### src/pma_pkg.sv
// types, codes and result builders for the ps2 mouse packet assembler
package pma_pkg;

	localparam logic [1:0] KIND_DUMP = 2'd0;
	localparam logic [1:0] KIND_MOVE = 2'd1;
	localparam logic [1:0] KIND_ACK  = 2'd2;

	localparam logic [7:0] ACK_BYTE = 8'hFA;

	typedef struct packed {
		logic [1:0] kind;
		logic       group_host;
		logic [1:0] group_len;
		logic [7:0] first_byte;
		logic [7:0] second_byte;
		logic [7:0] third_byte;
		logic [2:0] buttons;
		logic [8:0] delta_x;
		logic [8:0] delta_y;
		logic       x_overflow;
		logic       y_overflow;
		logic       last;
	} result_t;

	function automatic result_t mk_dump(input logic host, input logic [1:0] len,
		input logic [7:0] b0, input logic [7:0] b1, input logic [7:0] b2);
		result_t r;
		r             = '0;
		r.kind        = KIND_DUMP;
		r.group_host  = host;
		r.group_len   = len;
		r.first_byte  = b0;
		r.second_byte = b1;
		r.third_byte  = b2;
		return r;
	endfunction

	function automatic result_t mk_move(input logic [7:0] b0, input logic [7:0] b1,
		input logic [7:0] b2);
		result_t r;
		r             = '0;
		r.kind        = KIND_MOVE;
		r.group_host  = 1'b0;
		r.group_len   = 2'd3;
		r.first_byte  = b0;
		r.second_byte = b1;
		r.third_byte  = b2;
		r.buttons     = b0[2:0];
		r.delta_x     = {b0[4], b1};
		r.delta_y     = {b0[5], b2};
		r.x_overflow  = b0[6];
		r.y_overflow  = b0[7];
		return r;
	endfunction

	function automatic result_t mk_ack();
		result_t r;
		r      = '0;
		r.kind = KIND_ACK;
		return r;
	endfunction

endpackage

### src/ps2_mouse_packet_assembler.sv
// ps2 mouse packet assembler: groups ps2 bytes by direction and emits dump, movement and ack results
// A byte beat enters an input register and is decoded from it against the open group
// (up to two held bytes and their direction); the zero, one or two results it causes are written
// into a four-entry result queue that drives the output port, one result beat per cycle while
// out_stall is low. The input side keeps taking a byte every cycle while the queue has two free
// entries, so a byte that causes two results uses twice the output bandwidth of one that causes
// one; the single output port is what sets the sustained rate. No clearing pass is needed after
// reset.
module ps2_mouse_packet_assembler
	import pma_pkg::*;
(
	input  logic              clk,
	input  logic              arst_n,
	input  logic              in_valid,
	output logic              in_stall,
	input  logic [7:0]        data_byte,
	input  logic              from_host,
	output logic              out_valid,
	input  logic              out_stall,
	output logic [1:0]        kind,
	output logic              group_host,
	output logic [1:0]        group_len,
	output logic [7:0]        first_byte,
	output logic [7:0]        second_byte,
	output logic [7:0]        third_byte,
	output logic [2:0]        buttons,
	output logic signed [8:0] delta_x,
	output logic signed [8:0] delta_y,
	output logic              x_overflow,
	output logic              y_overflow,
	output logic              last
);

	logic       valid_s1;
	logic [7:0] byte_s1;
	logic       host_s1;

	logic [1:0] held_count_q;
	logic [7:0] held_bytes_q [2];
	logic       held_dir_q;

	result_t    fifo_q [4];
	logic [1:0] wr_q;
	logic [1:0] rd_q;
	logic [2:0] fcnt_q;

	logic       in_accept;
	logic       commit;
	logic       pop;
	logic       flush;
	logic       is_ack;
	result_t    res0;
	result_t    res1;
	logic [1:0] nres;
	logic [1:0] nres_eff;
	logic [1:0] cnt_d;
	logic       dir_d;
	logic       store_en;
	logic [7:0] b0_open;
	logic [7:0] b1_open;
	result_t    head;

	assign commit    = valid_s1 & (fcnt_q <= 3'd2);
	assign in_stall  = valid_s1 & ~commit;
	assign in_accept = in_valid & ~in_stall;
	assign out_valid = (fcnt_q != 3'd0);
	assign pop       = out_valid & ~out_stall;
	assign nres_eff  = commit ? nres : 2'd0;

	always_ff @(posedge clk or negedge arst_n) begin
		if (!arst_n) begin
			valid_s1 <= 1'b0;
		end else if (in_accept) begin
			valid_s1 <= 1'b1;
		end else if (commit) begin
			valid_s1 <= 1'b0;
		end
	end

	always_ff @(posedge clk) begin
		if (in_accept) begin
			byte_s1 <= data_byte;
			host_s1 <= from_host;
		end
	end

	// decode one byte against the open group
	always_comb begin
		flush   = (held_count_q != 2'd0) && (host_s1 != held_dir_q);
		is_ack  = flush && (byte_s1 == ACK_BYTE) && !host_s1;
		b0_open = (held_count_q > 2'd0) ? held_bytes_q[0] : 8'd0;
		b1_open = (held_count_q > 2'd1) ? held_bytes_q[1] : 8'd0;
		res0     = '0;
		res1     = '0;
		nres     = 2'd0;
		cnt_d    = held_count_q;
		dir_d    = held_dir_q;
		store_en = 1'b0;
		if (flush) begin
			res0 = mk_dump(held_dir_q, held_count_q, b0_open, b1_open, 8'd0);
			if (is_ack) begin
				res1  = mk_ack();
				nres  = 2'd2;
				cnt_d = 2'd0;
				dir_d = 1'b0;
			end else begin
				nres     = 2'd1;
				cnt_d    = 2'd1;
				dir_d    = host_s1;
				store_en = 1'b1;
			end
		end else if (held_count_q < 2'd2) begin
			cnt_d    = held_count_q + 2'd1;
			dir_d    = host_s1;
			store_en = 1'b1;
		end else begin
			cnt_d = 2'd0;
			if (!held_dir_q) begin
				res0 = mk_move(held_bytes_q[0], held_bytes_q[1], byte_s1);
				res1 = mk_dump(1'b0, 2'd3, held_bytes_q[0], held_bytes_q[1], byte_s1);
				nres = 2'd2;
			end else begin
				res0 = mk_dump(1'b1, 2'd3, held_bytes_q[0], held_bytes_q[1], byte_s1);
				nres = 2'd1;
			end
		end
		res0.last = (nres == 2'd1);
		res1.last = 1'b1;
	end

	always_ff @(posedge clk or negedge arst_n) begin
		if (!arst_n) begin
			held_count_q <= 2'd0;
			held_dir_q   <= 1'b0;
		end else if (commit) begin
			held_count_q <= cnt_d;
			held_dir_q   <= dir_d;
		end
	end

	// a flush restarts the group at slot zero
	always_ff @(posedge clk) begin
		if (commit && store_en) begin
			held_bytes_q[flush ? 1'b0 : held_count_q[0]] <= byte_s1;
		end
	end

	always_ff @(posedge clk) begin
		if (nres_eff != 2'd0) begin
			fifo_q[wr_q] <= res0;
		end
		if (nres_eff == 2'd2) begin
			fifo_q[wr_q + 2'd1] <= res1;
		end
	end

	always_ff @(posedge clk or negedge arst_n) begin
		if (!arst_n) begin
			wr_q   <= 2'd0;
			rd_q   <= 2'd0;
			fcnt_q <= 3'd0;
		end else begin
			wr_q   <= wr_q + nres_eff;
			rd_q   <= rd_q + {1'b0, pop};
			fcnt_q <= fcnt_q + {1'b0, nres_eff} - {2'b00, pop};
		end
	end

	assign head        = fifo_q[rd_q];
	assign kind        = head.kind;
	assign group_host  = head.group_host;
	assign group_len   = head.group_len;
	assign first_byte  = head.first_byte;
	assign second_byte = head.second_byte;
	assign third_byte  = head.third_byte;
	assign buttons     = head.buttons;
	assign delta_x     = $signed(head.delta_x);
	assign delta_y     = $signed(head.delta_y);
	assign x_overflow  = head.x_overflow;
	assign y_overflow  = head.y_overflow;
	assign last        = head.last;

endmodule

### config.mk
export PLATFORM = sky130hd
export DESIGN_NAME = ps2_mouse_packet_assembler
export DESIGN_NICKNAME = d
export VERILOG_FILES = /design/src/pma_pkg.sv /design/src/ps2_mouse_packet_assembler.sv
export SDC_FILE = /design/constraint.sdc
export NUM_CORES = 1
export LEC_CHECK = 0
export BUFFER_PORTS_ARGS = -buffer_cell sky130_fd_sc_hd__buf_2
export CAP_MARGIN = 20
export CELL_PAD_IN_SITES_DETAIL_PLACEMENT = 0
export CELL_PAD_IN_SITES_GLOBAL_PLACEMENT = 1
export CORE_MARGIN = 2
export CORE_UTILIZATION = 45
export DETAILED_ROUTE_END_ITERATION = 16
export GPL_TIMING_DRIVEN = 0
export MAX_ROUTING_LAYER = met4
export PLACE_DENSITY_LB_ADDON = 0.1
export RECOVER_POWER = 25
export SYNTH_ARGS = -nofsm -noshare
export SYNTH_HDL_FRONTEND = slang
export SYNTH_SLANG_ARGS = --single-unit
### constraint.sdc
create_clock -name clk -period 3.8 [get_ports clk]
set_input_delay 0.57 -clock clk [delete_from_list [all_inputs] [get_ports clk]]
set_output_delay 0.57 -clock clk [all_outputs]
set_load 0.005 [all_outputs]
Word-level counts from Yosys, hierarchy flattened:

Memory sizes are Yosys's and may differ from the RTL's.
Index checks and enable logic that the tools add are counted.

* memories: 2
* memory bits (read-only): 0
* logic and storage cells: 74
* output and inout port bits: 55
* register bits after elaboration: 20
* bits in latches: 0
* memory bits (writable): 228
* input bits: 13

Memories
* fifo_q: words 4, width 53, rd ports 1, clocked after Yosys merged registers in 0, wr ports 2, line ps2_mouse_packet_assembler.sv:42 `result_t fifo_q [4];`
* held_bytes_q: words 2, width 8, rd ports 2, clocked after Yosys merged registers in 0, wr ports 1, line ps2_mouse_packet_assembler.sv:39 `logic [7:0] held_bytes_q [2];`

* add/subtract/negate cells: 6
* $mul: 0
* magnitude comparators: 4
* shifts and indexed selects: 0
* eq/ne operators: 4
* reduce and logical (&&, ||, !) cells: 11
* divide/modulo/power cells: 0
* mux-type cells: 32
* bitwise gates (word level): 7

Operators with widths (count)
* $mux 52: 3
* $mux 53: 2
* $mux 50: 2
* $mux 1: 16
* $mux 8: 2
* $mux 2: 7
* $eq 8x8->1 const B: 1
* $reduce_bool 2->1: 4
* $add 2x1->2 const B: 2
* $and 1x1->1: 4
* $gt 2x1->1 const B: 2
* $logic_and 1x1->1: 4
* $add 3x2->3: 1
* $le 3x2->1 const B: 1
* $not 1->1: 3
* $reduce_bool 3->1: 1
* $sub 3x1->3: 1
* $add 2x1->2: 1
* $add 2x2->2: 1
* $eq 2x1->1 const B: 1
* $eq 2x2->1 const B: 1
* $lt 2x2->1 const B: 1
* $reduce_and 2->1: 1
* $logic_not 1->1: 1
* $ne 1x1->1: 1

Depth between registers and ports, before layout:

* depth in word-level cells: 10
* depth in mapped cells: 12
* depth with buffers taken out: 11

Worst setup path after synthesis:

No wires, ideal clock.

* path kind: flip-flop to flip-flop
* from: register byte_s1[2]
* to: memory fifo_q[2][24] in the netlist's numbering, enable pin
* data required time: 3.351 ns
* setup slack: -0.184 ns
* cell stages (with the launch flop): 7
* setup time: 0.449 ns
* period minus slack after synthesis: 3.984 ns
* buffers on the path: 1
* data arrival time: 3.535 ns
* path through: edfxtp_1 -> nand4b_1 -> or4_1 -> buf_2 -> nand2_1 -> nand2_1 -> o21ai_0

RTL lines
* start, declared: line ps2_mouse_packet_assembler.sv:35 `logic [7:0] byte_s1;`
* start signal, assigned: line ps2_mouse_packet_assembler.sv:82 `byte_s1 <= data_byte;`
* end, declared: line ps2_mouse_packet_assembler.sv:42

Worst setup path after layout:

* from: register rd_q[0]
* to: output port delta_y[8]

* word-level cells in the longest chain between the ends: 1

RTL lines
* start, declared: line ps2_mouse_packet_assembler.sv:44 `logic [1:0] rd_q;`
* start signal, assigned: line ps2_mouse_packet_assembler.sv:164 `rd_q <= rd_q + {1'b0, pop};`
* $mem_v2 4x53
* end, declared: line ps2_mouse_packet_assembler.sv:28 `output logic signed [8:0] delta_y,`

No other way between the ends.

==> flow_summary.toml <==
[placed_design]
place_congestion = 0.905
numPortBuffers = 67
dp_hpwl_mm = 19.8
post_dp_cell_area_um2 = 11300
post-place-cells = 1209

[yosys]
yosysTopAreaCellShare_pct = 38.1
yosysTopAreaCell = "edfxtp_1"
avgSynthCellArea_um2 = 12.3
ys_seq_area_share_pct = 60.7
synth_ff_type = "edfxtp_1"
synth.distinct_cells = 48
syn_nets = 869
yosysWarnings = 0
syn_inst = 851
yosys-top-cells-count = "edfxtp_1 (133), dfxtp_1 (104), nand2_1 (97)"
synth_compound_area_share_pct = 7.67
netlist_area_um2 = 10500
synth_area_leaders = "edfxtp_1 (38%), dfxtp_1 (20%), mux4_2 (11%), a21oi_1 (3.9%), and2_1 (3.6%)"
synthArstFlopShare_pct = 4.44
synth.most_common_cell = "edfxtp_1"
synth_fa_ha_area_share_pct = 0.669
synth_top_family_by_area = "simple AND/OR/NAND/NOR gates"
synth_mux_area_share_pct = 11.7
synth_xor_area_share_pct = 0.502
synth-simple-area-share_pct = 15.8
synth_edf_count = 133
synth_seq_cells = 248

[routing]
drtAntennaViolNets = 0
via_count = 7466
wirelength_mm = 29.7
wl_per_cell_um = 23.6
dr.pass1.iters = 5
post-route-drc-count = 0
drt-initial-drc-count = 567
vias_per_cell = 5.93

[power_and_ir_drop]
switching_share_pct = 34.4
p_int_mw = 6.18
power_mw = 9.42
ir_worst_vdd_uv = 471
p_switching_mw = 3.24
pwr-share-clk_pct = 26.2
pwr-share-comb_pct = 31.7
power_frac_seq_pct = 42.1
power_density_nw_per_um2 = 776
leakagePower_nw = 4.26

[critical_path]
cp-start-kind = "flop"
crit_required_ps = 3230
crit_type = "flop to primary output"
cp-end-kind = "primary output"
path_max_fanout = 10
arrival_ps = 3080

[final_layout]
regArea_um2 = 6350
synthToLayoutAreaGrowth_pct = 15.9
multi_input_area_um2 = 3820
stdcell_count = 1260
finalInstanceArea_um2 = 12100
layout.nets = 972
drive_above_1_share_pct = 19.2
fill_cells = 1980
fin_util_pct = 53.4
insertedDiodeCount = 0

[outcome]
status = "finished, final reports clean"

[grt]
grt_pass1_wl_mm = 44.6
grt_pass1_vias = 7451
antenna_found_initial = 0
grt_max_degree = 21
grt.total_usage_pct = 25.3
grt_overflow = 0

[floorplanning]
row_count = 55
start_util_pct = 46.1
die_w_um = 157
die_area_um2 = 24500
num_io_pins = 68
die_h_um = 157
core_um2 = 22700

[timing]
tightest_slew_ps = 1290
setup_viol = 0
max-slew-margin-rel_pct = 12.8
hold_violations = 0
period_share_pct = 96.0
finClkSkew_ps = 12.9
rsz0062_at_grt = "no"
drv_slew = 0
fmax_ghz = 0.274
period_needed_ps = 3650

[job]
drv_cap = 0

[min_path]
hold_class = "input port to flop"

[clock_tree]
cts.clk_slew.worst_paths_ps = 60
tritoncts = "built"
cts_sinks = 248
cts_root_buf = "clkbuf_16"
max-clock-path-buffers = 3
numCtsBuffers = 27
h-tree-depth = 1
clk-insertion-delay-late_ps = 540
postCtsSetupRepairBufs = 0
## what timing repair did
action,in CTS,in global routing
gates resized for setup,3,3
gates cloned,0,0
endpoints found under the setup margin,39,18
hold buffers,1,0
endpoints found under the hold margin,11,0
## kinds of logic (layout without fill, tap and decap cells)
group | Yosys count | after routing
AOI/OAI and AO/OA | 133 | 133
muxes | 56 | 56
xor gates and xnor gates | 6 | 6
buffers and inverters | 68 | 192
adders and majority gates | 5 | 5
and+or+nand+nor | 335 | 335
DFF | 248 | 248
## registers in the layout (all words and copies together), names as in the netlist
register / flops
fifo_q: 212
held_count_q: 2
wr_q: 2
held_bytes_q: 16
rd_q: 2
byte_s1: 8
fcnt_q: 3
host_s1: 1
valid_s1: 1
held_dir_q: 1
## worst max-delay path, cell delays in order (launching register included)
cell and delay (ps):
dfrtp_1 350, clkbuf_1 490, clkbuf_2 460, clkbuf_1 630, mux4_2 460, buf_2 150
## per-stage QoR
stage | hold slack (ps) | TNS, ps | setup slack, ps
after detailed placement | 445 | 0 | 99.7
after floorplan | 274 | 0 | 549
final | 210 | 0 | 151
after CTS | 200 | 0 | 76.8
after global placement | 438 | -31360 | -970
after global routing | 204 | 0 | 16.0
## worst paths after layout
kind | endpoint | slack, ps | cells after the start | from
worst max-delay path | delta_y[8] | 150 | 5 | rd_q[0]
worst min-delay path | byte_s1[2] | 210 | 1 | data_byte[2]
worst max register to register | fifo_q[0][37] | 260 | 8 | wr_q[1]
worst min register to register | fifo_q[2][22] | 450 | 2 | fifo_q[2][22]
max in group asynchronous | wr_q[0] | 2850 | 2 | arst_n
min in group asynchronous | held_count_q[1] | 550 | 2 | arst_n
## metal layers
layer | vias to the layer above | GRT usage (%) | routed length, um | share of wire (%)
li1 | 3339 | - | - | -
met1 | 3749 | 33.5 | 12400 | 42
met2 | 321 | 41.2 | 14300 | 48
met3 | 57 | 3.41 | 2210 | 7.4
met4 | 0 | 7.25 | 812 | 2.7
met5 | - | - | 0 | 0
## area by class of cell
| type | count | share of cell area, % |
|---|---|---|
| plain buffers | 55 | 2.18 |
| clock buffers | 37 | 6.04 |
| clock inverters | 13 | 0.794 |
| inverters | 13 | 0.402 |
| multi-input cells | 535 | 31.5 |
| flip-flops and latches | 248 | 52.3 |
| well taps | 285 | 2.94 |
| repair buffers | 74 | 3.80 |
## power groups by stage
stage	registers, mW	clock network [mW]	logic [mW]
floorplan	3.80	0	1.97
global placement	3.97	0	2.89
detailed placement	4.01	0	2.99
CTS	3.95	2.50	3.01
global route	4.03	2.62	3.23
finish	3.97	2.47	2.98
## cell usage in the layout, fill, tap and decap left out, types with 8 or more instances in the layout
| master | instances |
|---|---|
| a21oi_1 | 81 |
| a22oi_1 | 10 |
| a32o_1 | 11 |
| and2_0 | 21 |
| and2_1 | 40 |
| and3_1 | 9 |
| buf_2 | 72 |
| clkbuf_1 | 46 |
| clkbuf_16 | 27 |
| dfrtp_1 | 11 |
| dfxtp_1 | 104 |
| edfxtp_1 | 133 |
| inv_1 | 13 |
| mux4_2 | 53 |
| nand2_1 | 96 |
| nand3_1 | 72 |
| nor2_1 | 62 |
| nor3_1 | 8 |
| o21ai_0 | 8 |
Note: power is estimated with default switching activity, not from simulation.
